File: src/hdl/sec2date_pkg.sv
// Shared constants and month table for the seconds-to-calendar-date converter.
package sec2date_pkg;

   localparam int NUM_STAGES = 7;

   localparam logic [31:0] EPOCH_SHIFT  = 32'd432000;
   localparam logic [16:0] OFFSET_RESET = 17'd32400;
   localparam logic [11:0] BASE_YEAR    = 12'd1980;

   localparam logic [11:0] ZERO_YEAR  = 12'd1980;
   localparam logic [3:0]  ZERO_MONTH = 4'd1;
   localparam logic [4:0]  ZERO_DAY   = 5'd6;

   // days = (sum >> 7) / 675, estimate from reciprocal with k = 35
   localparam logic [9:0]  DAY_DIV   = 10'd675;
   localparam logic [25:0] DAY_RECIP = 26'((64'd1 << 35) / 64'd675);

   // four-year cycle: days / 1461, k = 27
   localparam logic [10:0] QUAD_DIV   = 11'd1461;
   localparam logic [16:0] QUAD_RECIP = 17'((64'd1 << 27) / 64'd1461);

   // hour = (sod >> 4) / 225, k = 21
   localparam logic [7:0]  HOUR_DIV   = 8'd225;
   localparam logic [13:0] HOUR_RECIP = 14'((64'd1 << 21) / 64'd225);

   // minute = (mss >> 2) / 15, k = 14
   localparam logic [3:0]  MIN_DIV   = 4'd15;
   localparam logic [10:0] MIN_RECIP = 11'((64'd1 << 14) / 64'd15);

   localparam logic [10:0] YEAR1_START = 11'd366;
   localparam logic [10:0] YEAR2_START = 11'd731;
   localparam logic [10:0] YEAR3_START = 11'd1096;

   // cumulative days before month idx (0-based); leap adds a day from March on
   function automatic logic [8:0] month_start(input logic leap, input logic [3:0] idx);
      logic [8:0] base;
      begin
         case (idx)
            4'd0:    base = 9'd0;
            4'd1:    base = 9'd31;
            4'd2:    base = 9'd59;
            4'd3:    base = 9'd90;
            4'd4:    base = 9'd120;
            4'd5:    base = 9'd151;
            4'd6:    base = 9'd181;
            4'd7:    base = 9'd212;
            4'd8:    base = 9'd243;
            4'd9:    base = 9'd273;
            4'd10:   base = 9'd304;
            4'd11:   base = 9'd334;
            default: base = 9'd365;
         endcase
         if (leap && (idx >= 4'd2)) begin
            base = base + 9'd1;
         end
         return base;
      end
   endfunction

endpackage

File: src/hdl/seconds_to_calendar_date.sv
// Seconds-since-1980 to local calendar date and time converter, pipelined.
//
// Input channel req_*: one beat carries a 32-bit count of seconds since
// 1980-01-06 00:00:00. Output channel rsp_*: one beat per input beat with
// year, month, day of month, hour, minute and second, in input order.
// csr_wr_en/csr_wr_data write the 17-bit local time offset (reset 32400 s);
// write it only while no beat is in flight.
// Seven register stages: a beat accepted into stage 1 moves through stages
// 2 to 7 in order to rsp_*. One beat per cycle is sustained unless stalled;
// the reciprocal multiply and correct pairs for the day, four-year cycle,
// hour and minute splits set the stage count. Each stage holds its beat
// while the next one is full and stalled, so a stall on rsp_stall fills
// empty stages first and then raises req_stall. Reset (synchronous, active
// high) empties the pipeline and reloads the offset register. An input of
// zero yields 1980-01-06 00:00:00.
module seconds_to_calendar_date (
   input  logic        clock,
   input  logic        reset,
   input  logic        csr_wr_en,
   input  logic [16:0] csr_wr_data,
   input  logic        req_valid,
   output logic        req_stall,
   input  logic [31:0] req_elapsed_seconds,
   output logic        rsp_valid,
   input  logic        rsp_stall,
   output logic [11:0] rsp_year,
   output logic [3:0]  rsp_month,
   output logic [4:0]  rsp_day_of_month,
   output logic [4:0]  rsp_hour,
   output logic [5:0]  rsp_minute,
   output logic [5:0]  rsp_second
);

   localparam int NS = sec2date_pkg::NUM_STAGES;

   logic [16:0]   offset_ff;
   logic [NS-1:0] valid_ff;
   logic [NS-1:0] valid_in;
   logic [NS-1:0] ready;

   // stage 1: shifted sum
   logic [31:0] s1_sum_ff, s1_sum_in;
   logic        s1_zero_ff;
   // stage 2: day estimate
   logic [50:0] day_prod;
   logic [15:0] s2_qday_ff;
   logic [24:0] s2_x_ff;
   logic [6:0]  s2_low_ff;
   logic        s2_zero_ff;
   // stage 3: day correction
   logic [24:0] day_back, day_rem;
   logic [15:0] s3_days_ff, s3_days_in;
   logic [16:0] s3_sod_ff, s3_sod_in;
   logic        s3_zero_ff;
   // stage 4: hour and cycle estimates
   logic [26:0] hour_prod;
   logic [32:0] quad_prod;
   logic [4:0]  s4_qhour_ff;
   logic [5:0]  s4_qquad_ff;
   logic [15:0] s4_days_ff;
   logic [16:0] s4_sod_ff;
   logic        s4_zero_ff;
   // stage 5: hour and cycle corrections
   logic [12:0] hour_back, hour_rem;
   logic [15:0] quad_back, quad_rem;
   logic [4:0]  s5_hour_ff, s5_hour_in;
   logic [11:0] s5_mss_ff, s5_mss_in;
   logic [5:0]  s5_quad_ff, s5_quad_in;
   logic [10:0] s5_rquad_ff, s5_rquad_in;
   logic        s5_zero_ff;
   // stage 6: minute estimate, year within cycle
   logic [20:0] min_prod;
   logic [1:0]  yi;
   logic [10:0] yr_start;
   logic [5:0]  s6_qmin_ff;
   logic [11:0] s6_mss_ff;
   logic [4:0]  s6_hour_ff;
   logic [11:0] s6_year_ff, s6_year_in;
   logic [8:0]  s6_ryear_ff, s6_ryear_in;
   logic        s6_leap_ff;
   logic        s6_zero_ff;
   // stage 7: output
   logic [9:0]  min_back, min_rem;
   logic [3:0]  mi;
   logic [8:0]  mstart;
   logic [11:0] s7_year_in;
   logic [3:0]  s7_month_in;
   logic [4:0]  s7_day_in;
   logic [4:0]  s7_hour_in;
   logic [5:0]  s7_min_in, s7_min_calc;
   logic [5:0]  s7_sec_in, s7_sec_calc;
   logic [11:0] s7_year_ff;
   logic [3:0]  s7_month_ff;
   logic [4:0]  s7_day_ff;
   logic [4:0]  s7_hour_ff;
   logic [5:0]  s7_min_ff;
   logic [5:0]  s7_sec_ff;

   // handshake
   always_comb begin
      ready[NS-1] = !valid_ff[NS-1] || !rsp_stall;
      for (int i = NS - 2; i >= 0; i--) begin
         ready[i] = !valid_ff[i] || ready[i+1];
      end
      valid_in[0] = req_valid;
      for (int i = 1; i < NS; i++) begin
         valid_in[i] = valid_ff[i-1];
      end
   end

   assign req_stall = !ready[0];
   assign rsp_valid = valid_ff[NS-1];

   always_ff @(posedge clock) begin
      if (reset) begin
         valid_ff  <= '0;
         offset_ff <= sec2date_pkg::OFFSET_RESET;
      end else begin
         for (int i = 0; i < NS; i++) begin
            if (ready[i]) begin
               valid_ff[i] <= valid_in[i];
            end
         end
         if (csr_wr_en) begin
            offset_ff <= csr_wr_data;
         end
      end
   end

   // stage 1
   assign s1_sum_in = req_elapsed_seconds + sec2date_pkg::EPOCH_SHIFT + {15'd0, offset_ff};

   always_ff @(posedge clock) begin
      if (ready[0]) begin
         s1_sum_ff  <= s1_sum_in;
         s1_zero_ff <= (req_elapsed_seconds == 32'd0);
      end
   end

   // stage 2
   assign day_prod = {26'd0, s1_sum_ff[31:7]} * {25'd0, sec2date_pkg::DAY_RECIP};

   always_ff @(posedge clock) begin
      if (ready[1]) begin
         s2_qday_ff <= day_prod[50:35];
         s2_x_ff    <= s1_sum_ff[31:7];
         s2_low_ff  <= s1_sum_ff[6:0];
         s2_zero_ff <= s1_zero_ff;
      end
   end

   // stage 3
   always_comb begin
      day_back = {9'd0, s2_qday_ff} * {15'd0, sec2date_pkg::DAY_DIV};
      day_rem  = s2_x_ff - day_back;
      if (day_rem >= {15'd0, sec2date_pkg::DAY_DIV}) begin
         s3_days_in = s2_qday_ff + 16'd1;
         day_rem    = day_rem - {15'd0, sec2date_pkg::DAY_DIV};
      end else begin
         s3_days_in = s2_qday_ff;
      end
      s3_sod_in = {day_rem[9:0], s2_low_ff};
   end

   always_ff @(posedge clock) begin
      if (ready[2]) begin
         s3_days_ff <= s3_days_in;
         s3_sod_ff  <= s3_sod_in;
         s3_zero_ff <= s2_zero_ff;
      end
   end

   // stage 4
   assign hour_prod = {14'd0, s3_sod_ff[16:4]} * {13'd0, sec2date_pkg::HOUR_RECIP};
   assign quad_prod = {17'd0, s3_days_ff} * {16'd0, sec2date_pkg::QUAD_RECIP};

   always_ff @(posedge clock) begin
      if (ready[3]) begin
         s4_qhour_ff <= hour_prod[25:21];
         s4_qquad_ff <= quad_prod[32:27];
         s4_days_ff  <= s3_days_ff;
         s4_sod_ff   <= s3_sod_ff;
         s4_zero_ff  <= s3_zero_ff;
      end
   end

   // stage 5
   always_comb begin
      hour_back = {8'd0, s4_qhour_ff} * {5'd0, sec2date_pkg::HOUR_DIV};
      hour_rem  = s4_sod_ff[16:4] - hour_back;
      if (hour_rem >= {5'd0, sec2date_pkg::HOUR_DIV}) begin
         s5_hour_in = s4_qhour_ff + 5'd1;
         hour_rem   = hour_rem - {5'd0, sec2date_pkg::HOUR_DIV};
      end else begin
         s5_hour_in = s4_qhour_ff;
      end
      s5_mss_in = {hour_rem[7:0], s4_sod_ff[3:0]};

      quad_back = {10'd0, s4_qquad_ff} * {5'd0, sec2date_pkg::QUAD_DIV};
      quad_rem  = s4_days_ff - quad_back;
      if (quad_rem >= {5'd0, sec2date_pkg::QUAD_DIV}) begin
         s5_quad_in = s4_qquad_ff + 6'd1;
         quad_rem   = quad_rem - {5'd0, sec2date_pkg::QUAD_DIV};
      end else begin
         s5_quad_in = s4_qquad_ff;
      end
      s5_rquad_in = quad_rem[10:0];
   end

   always_ff @(posedge clock) begin
      if (ready[4]) begin
         s5_hour_ff  <= s5_hour_in;
         s5_mss_ff   <= s5_mss_in;
         s5_quad_ff  <= s5_quad_in;
         s5_rquad_ff <= s5_rquad_in;
         s5_zero_ff  <= s4_zero_ff;
      end
   end

   // stage 6
   assign min_prod = {11'd0, s5_mss_ff[11:2]} * {10'd0, sec2date_pkg::MIN_RECIP};

   always_comb begin
      if (s5_rquad_ff >= sec2date_pkg::YEAR3_START) begin
         yi       = 2'd3;
         yr_start = sec2date_pkg::YEAR3_START;
      end else if (s5_rquad_ff >= sec2date_pkg::YEAR2_START) begin
         yi       = 2'd2;
         yr_start = sec2date_pkg::YEAR2_START;
      end else if (s5_rquad_ff >= sec2date_pkg::YEAR1_START) begin
         yi       = 2'd1;
         yr_start = sec2date_pkg::YEAR1_START;
      end else begin
         yi       = 2'd0;
         yr_start = 11'd0;
      end
      s6_ryear_in = 9'(s5_rquad_ff - yr_start);
      s6_year_in  = sec2date_pkg::BASE_YEAR + {4'd0, s5_quad_ff, 2'b00} + {10'd0, yi};
   end

   always_ff @(posedge clock) begin
      if (ready[5]) begin
         s6_qmin_ff  <= min_prod[19:14];
         s6_mss_ff   <= s5_mss_ff;
         s6_hour_ff  <= s5_hour_ff;
         s6_year_ff  <= s6_year_in;
         s6_ryear_ff <= s6_ryear_in;
         s6_leap_ff  <= (yi == 2'd0);
         s6_zero_ff  <= s5_zero_ff;
      end
   end

   // stage 7
   always_comb begin
      min_back = {4'd0, s6_qmin_ff} * {6'd0, sec2date_pkg::MIN_DIV};
      min_rem  = s6_mss_ff[11:2] - min_back;
      if (min_rem >= {6'd0, sec2date_pkg::MIN_DIV}) begin
         s7_min_calc = s6_qmin_ff + 6'd1;
         min_rem     = min_rem - {6'd0, sec2date_pkg::MIN_DIV};
      end else begin
         s7_min_calc = s6_qmin_ff;
      end
      s7_sec_calc = {min_rem[3:0], s6_mss_ff[1:0]};

      mi = 4'd0;
      for (int m = 1; m < 12; m++) begin
         if (s6_ryear_ff >= sec2date_pkg::month_start(s6_leap_ff, 4'(m))) begin
            mi = 4'(m);
         end
      end
      mstart = sec2date_pkg::month_start(s6_leap_ff, mi);

      if (s6_zero_ff) begin
         s7_year_in  = sec2date_pkg::ZERO_YEAR;
         s7_month_in = sec2date_pkg::ZERO_MONTH;
         s7_day_in   = sec2date_pkg::ZERO_DAY;
         s7_hour_in  = 5'd0;
         s7_min_in   = 6'd0;
         s7_sec_in   = 6'd0;
      end else begin
         s7_year_in  = s6_year_ff;
         s7_month_in = mi + 4'd1;
         s7_day_in   = 5'(s6_ryear_ff - mstart + 9'd1);
         s7_hour_in  = s6_hour_ff;
         s7_min_in   = s7_min_calc;
         s7_sec_in   = s7_sec_calc;
      end
   end

   always_ff @(posedge clock) begin
      if (ready[6]) begin
         s7_year_ff  <= s7_year_in;
         s7_month_ff <= s7_month_in;
         s7_day_ff   <= s7_day_in;
         s7_hour_ff  <= s7_hour_in;
         s7_min_ff   <= s7_min_in;
         s7_sec_ff   <= s7_sec_in;
      end
   end

   assign rsp_year         = s7_year_ff;
   assign rsp_month        = s7_month_ff;
   assign rsp_day_of_month = s7_day_ff;
   assign rsp_hour         = s7_hour_ff;
   assign rsp_minute       = s7_min_ff;
   assign rsp_second       = s7_sec_ff;

endmodule

File: config.mk
export PLATFORM = sky130hd
export DESIGN_NAME = seconds_to_calendar_date
export DESIGN_NICKNAME = d
export VERILOG_FILES = /design/src/hdl/sec2date_pkg.sv /design/src/hdl/seconds_to_calendar_date.sv
export SDC_FILE = /design/constraint.sdc
export NUM_CORES = 2
export LEC_CHECK = 0
export BUFFER_PORTS_ARGS = -buffer_cell sky130_fd_sc_hd__clkbuf_2
export CAP_MARGIN = 20
export CORE_MARGIN = 1.5
export CORE_UTILIZATION = 60
export DETAILED_ROUTE_END_ITERATION = 10
export GPL_TIMING_DRIVEN = 0
export HOLD_SLACK_MARGIN = 0.12
export PLACE_DENSITY = 0.77
export SLEW_MARGIN = 40
export SYNTH_ARGS = -nofsm -noshare
export SYNTH_HDL_FRONTEND = slang
export SYNTH_SLANG_ARGS = --single-unit
File: constraint.sdc
create_clock -name clock -period 11.9 [get_ports clock]
set_input_delay 1.19 -clock clock [delete_from_list [all_inputs] [get_ports clock]]
set_output_delay 1.19 -clock clock [all_outputs]
set_load 0.01 [all_outputs]
==> out/metrics.yaml <==
status: "finished clean"
setup-tns-final_ns: 0
ios: 94
max_stage_delay_ns: 0.73
path_max_fanout: 11
hold_depth: 0
synth.top_cells.by_count: "ha_1, inv_1, fa_1"
antenna_found_initial: 4
synth_fp_nets: 4642
cts_made_buffers: 37
ant_nets: 0
fmax_mhz: 135
fin_crit_ns: 7.42
required_ns: 12.20
ys_ff_latch: 304
cts_tree: "built"
clockRootBuffer: "clkbuf_16"
r2r_setup_slack_ns: 4.48
cp_top_family: "adder cells"
rr_worst_depth: 24
grt_setup_unrepaired: "no"
clock_sink_count: 304
postCtsHoldBufs: 0
num_vias: 24000
drt-total-wl_mm: 73.0
synth_largest_area_cell: "ha_1"
synth_area_leaders: "ha_1, edfxtp_1, fa_1"
vias_per_cell: 5.51
synth-edff-count: 280
path_clk_slew_ns: 0.06
setup_viol: 0
syn2layout_area_growth_pct: 7.73
min_from: "s1_sum_ff[0]"
fin_skew_ns: 0.0244
gp_congestion: 0.898
grt_first_pass_wirelength_mm: 122
syn_area_mm2: 0.0367
antenna_cells: 0
critical_path.slowest_cell: "edfxtp_1"
endpoint_kind: "register"
synth_cell_type_count: 77
maxSlewViolCount: 0
wl_per_cell_um: 16.7
dr.pass1.iters: 5
track_usage: 0.243
yosysWarningCount: 0
start_kind: "register"
syn_area_per_cell_um2: 10.7
dpl.hpwl_mm: 59.9
syn_inst: 3417
synth-async-reset-ratio: 0
grt_pass1_vias: 24900
timing.final.crit_share: 0.624
hold_path_end: "s2_low_ff[0]"
r2r_end: "s2_qday_ff[15]"
post_cts_buffers: 0
first_iter_violations: 1086
hold_viol: 0
yosys.area.top_type_share: 0.269
die_h_um: 250
die_w_um: 250
hp-class: "register to register"
drcViolationCount: 0
rows: 90
initial_core_util: 0.608
cts_max_path_buffers: 3
grt_start_max_net_pins: 47
worst_pin_slew_ns: 0.871
clk_latency_ns: 0.57
synth_seq_area_share: 0.242
core_mm2: 0.0604
portBuffers: 92
r2r_start: "s1_sum_ff[21]"
maxCapViolations: 0
worstPathCellList: "fa_1 -> ha_1 -> inv_1 -> fa_1 -> inv_1 -> fa_1 -> inv_1 -> fa_1 -> inv_1 -> fa_1 -> inv_1 -> fa_1 -> inv_1 -> ha_1 -> a211oi_1 -> o211ai_1 -> a221oi_1 -> o22ai_1 -> o41ai_2 -> o31a_1 -> o21ai_0 -> a21oi_1 -> o21bai_1 -> xnor2_1"
slew_headroom: 0.419
htree_levels: 2
fin_nets: 4778
cp.arrival_ns: 7.72
worstSetupPathType: "register to register"
crit_start: "s1_sum_ff[21]"
synthMostInstantiatedCell: "ha_1"
path_buf_inv: 6
drive_gt1_frac: 0.0592
cts_resized: 0
die_area_mm2: 0.0626
grt_overflow: 0
ys.flop_type: "edfxtp_1"
[layout make-up]
class | count | area [um2]
multi-input cells | 2313 | 24800
repair buffers | 97 | 514
inverters | 776 | 2920
flip-flops and latches | 304 | 8890
fillers | 4580 | 20800
clock buffers | 47 | 1000
plain buffers | 24 | 106
clock inverters | 21 | 283
well taps | 782 | 978
[registers in the layout (all words and copies together) (netlist names), 11 cells and up]
register,count
s4_sod_ff,17
s5_rquad_ff,11
s1_sum_ff,32
s5_mss_ff,12
s6_year_ff,12
s2_x_ff,25
offset_ff,17
s2_qday_ff,16
s4_days_ff,16
rsp_year,12
s6_mss_ff,12
s3_sod_ff,17
s3_days_ff,16
[layer usage]
layer  wire [um]  track usage
met4        2470       0.0835
met1       31400        0.310
met2       35700        0.425
met3        3410       0.0325
met5          27            0
[per-stage QoR]
| stage | hold WS (ns) | cell area [um2] | std cells | utilization | setup WS, ns |
|---|---|---|---|---|---|
| 2_1_floorplan | 0.400 | 36700 | 3417 | - | 5.20 |
| 3_3_place_gp | 0.400 | 38100 | 4291 | 0.632 | 4.30 |
| 3_5_place_dp | 0.405 | 38200 | 4296 | 0.633 | 4.20 |
| 4_1_cts | 0.414 | 39500 | 4364 | 0.654 | 4.16 |
| 5_1_grt | 0.422 | 39500 | 4364 | 0.655 | 4.01 |
| 6_report | 0.413 | 39500 | 4364 | 0.655 | 4.48 |
[cell families (layout without fill, tap and decap cells)]
| family | Yosys count | after routing | share of synthesized area |
|---|---|---|---|
| flops | 304 | 304 | 0.242 |
| buf+inv | 800 | 965 | 0.0823 |
| fa+ha+maj | 1171 | 1171 | 0.477 |
| simple gates | 523 | 523 | 0.0735 |
| mux | 21 | 21 | 0.00576 |
| compound gates | 412 | 412 | 0.0739 |
| xor+xnor | 186 | 186 | 0.0448 |
[worst register-to-register path: cells and delay by family (launching register included)]
kind | cells | cell delay [ns]
adders and majority gates | 8 | 3.67
DFF | 1 | 0.73
AOI/OAI and AO/OA | 9 | 2.31
buffers and inverters | 6 | 0.30
xor gates and xnor gates | 1 | 0.13
[worst max-delay path by stage]
stage / slack [ns] / end / cells past startpoint
after CTS: 4.16 / s2_qday_ff[15] / 24
after global placement: 4.30 / s2_qday_ff[15] / 24
after detailed placement: 4.20 / s2_qday_ff[15] / 24
final: 4.48 / s2_qday_ff[15] / 24
after global routing: 4.01 / s2_qday_ff[15] / 24
after floorplan: 5.20 / s2_qday_ff[12] / 24
[cells in the final DEF, fill, tap and decap left out, types with 17 or more instances in the layout]
master,count
ha_1,790
inv_1,773
fa_1,381
edfxtp_1,280
xnor2_1,132
a21oi_1,115
nand2_1,107
nor2_1,107
clkbuf_2,92
o21ai_0,69
nand3_1,54
xor2_1,53
a21o_1,51
nor2b_1,42
nor3_1,38
clkbuf_16,38
nand4_1,26
nand2b_1,26
clkbuf_1,26
dfxtp_1,24
o211ai_1,23
or2_2,21
mux2i_1,20
and3_1,19
a211oi_1,17
o21a_1,17
Power is not shown: default switching activity piles up to over one toggle a cycle in this logic, so the estimate is an artifact.
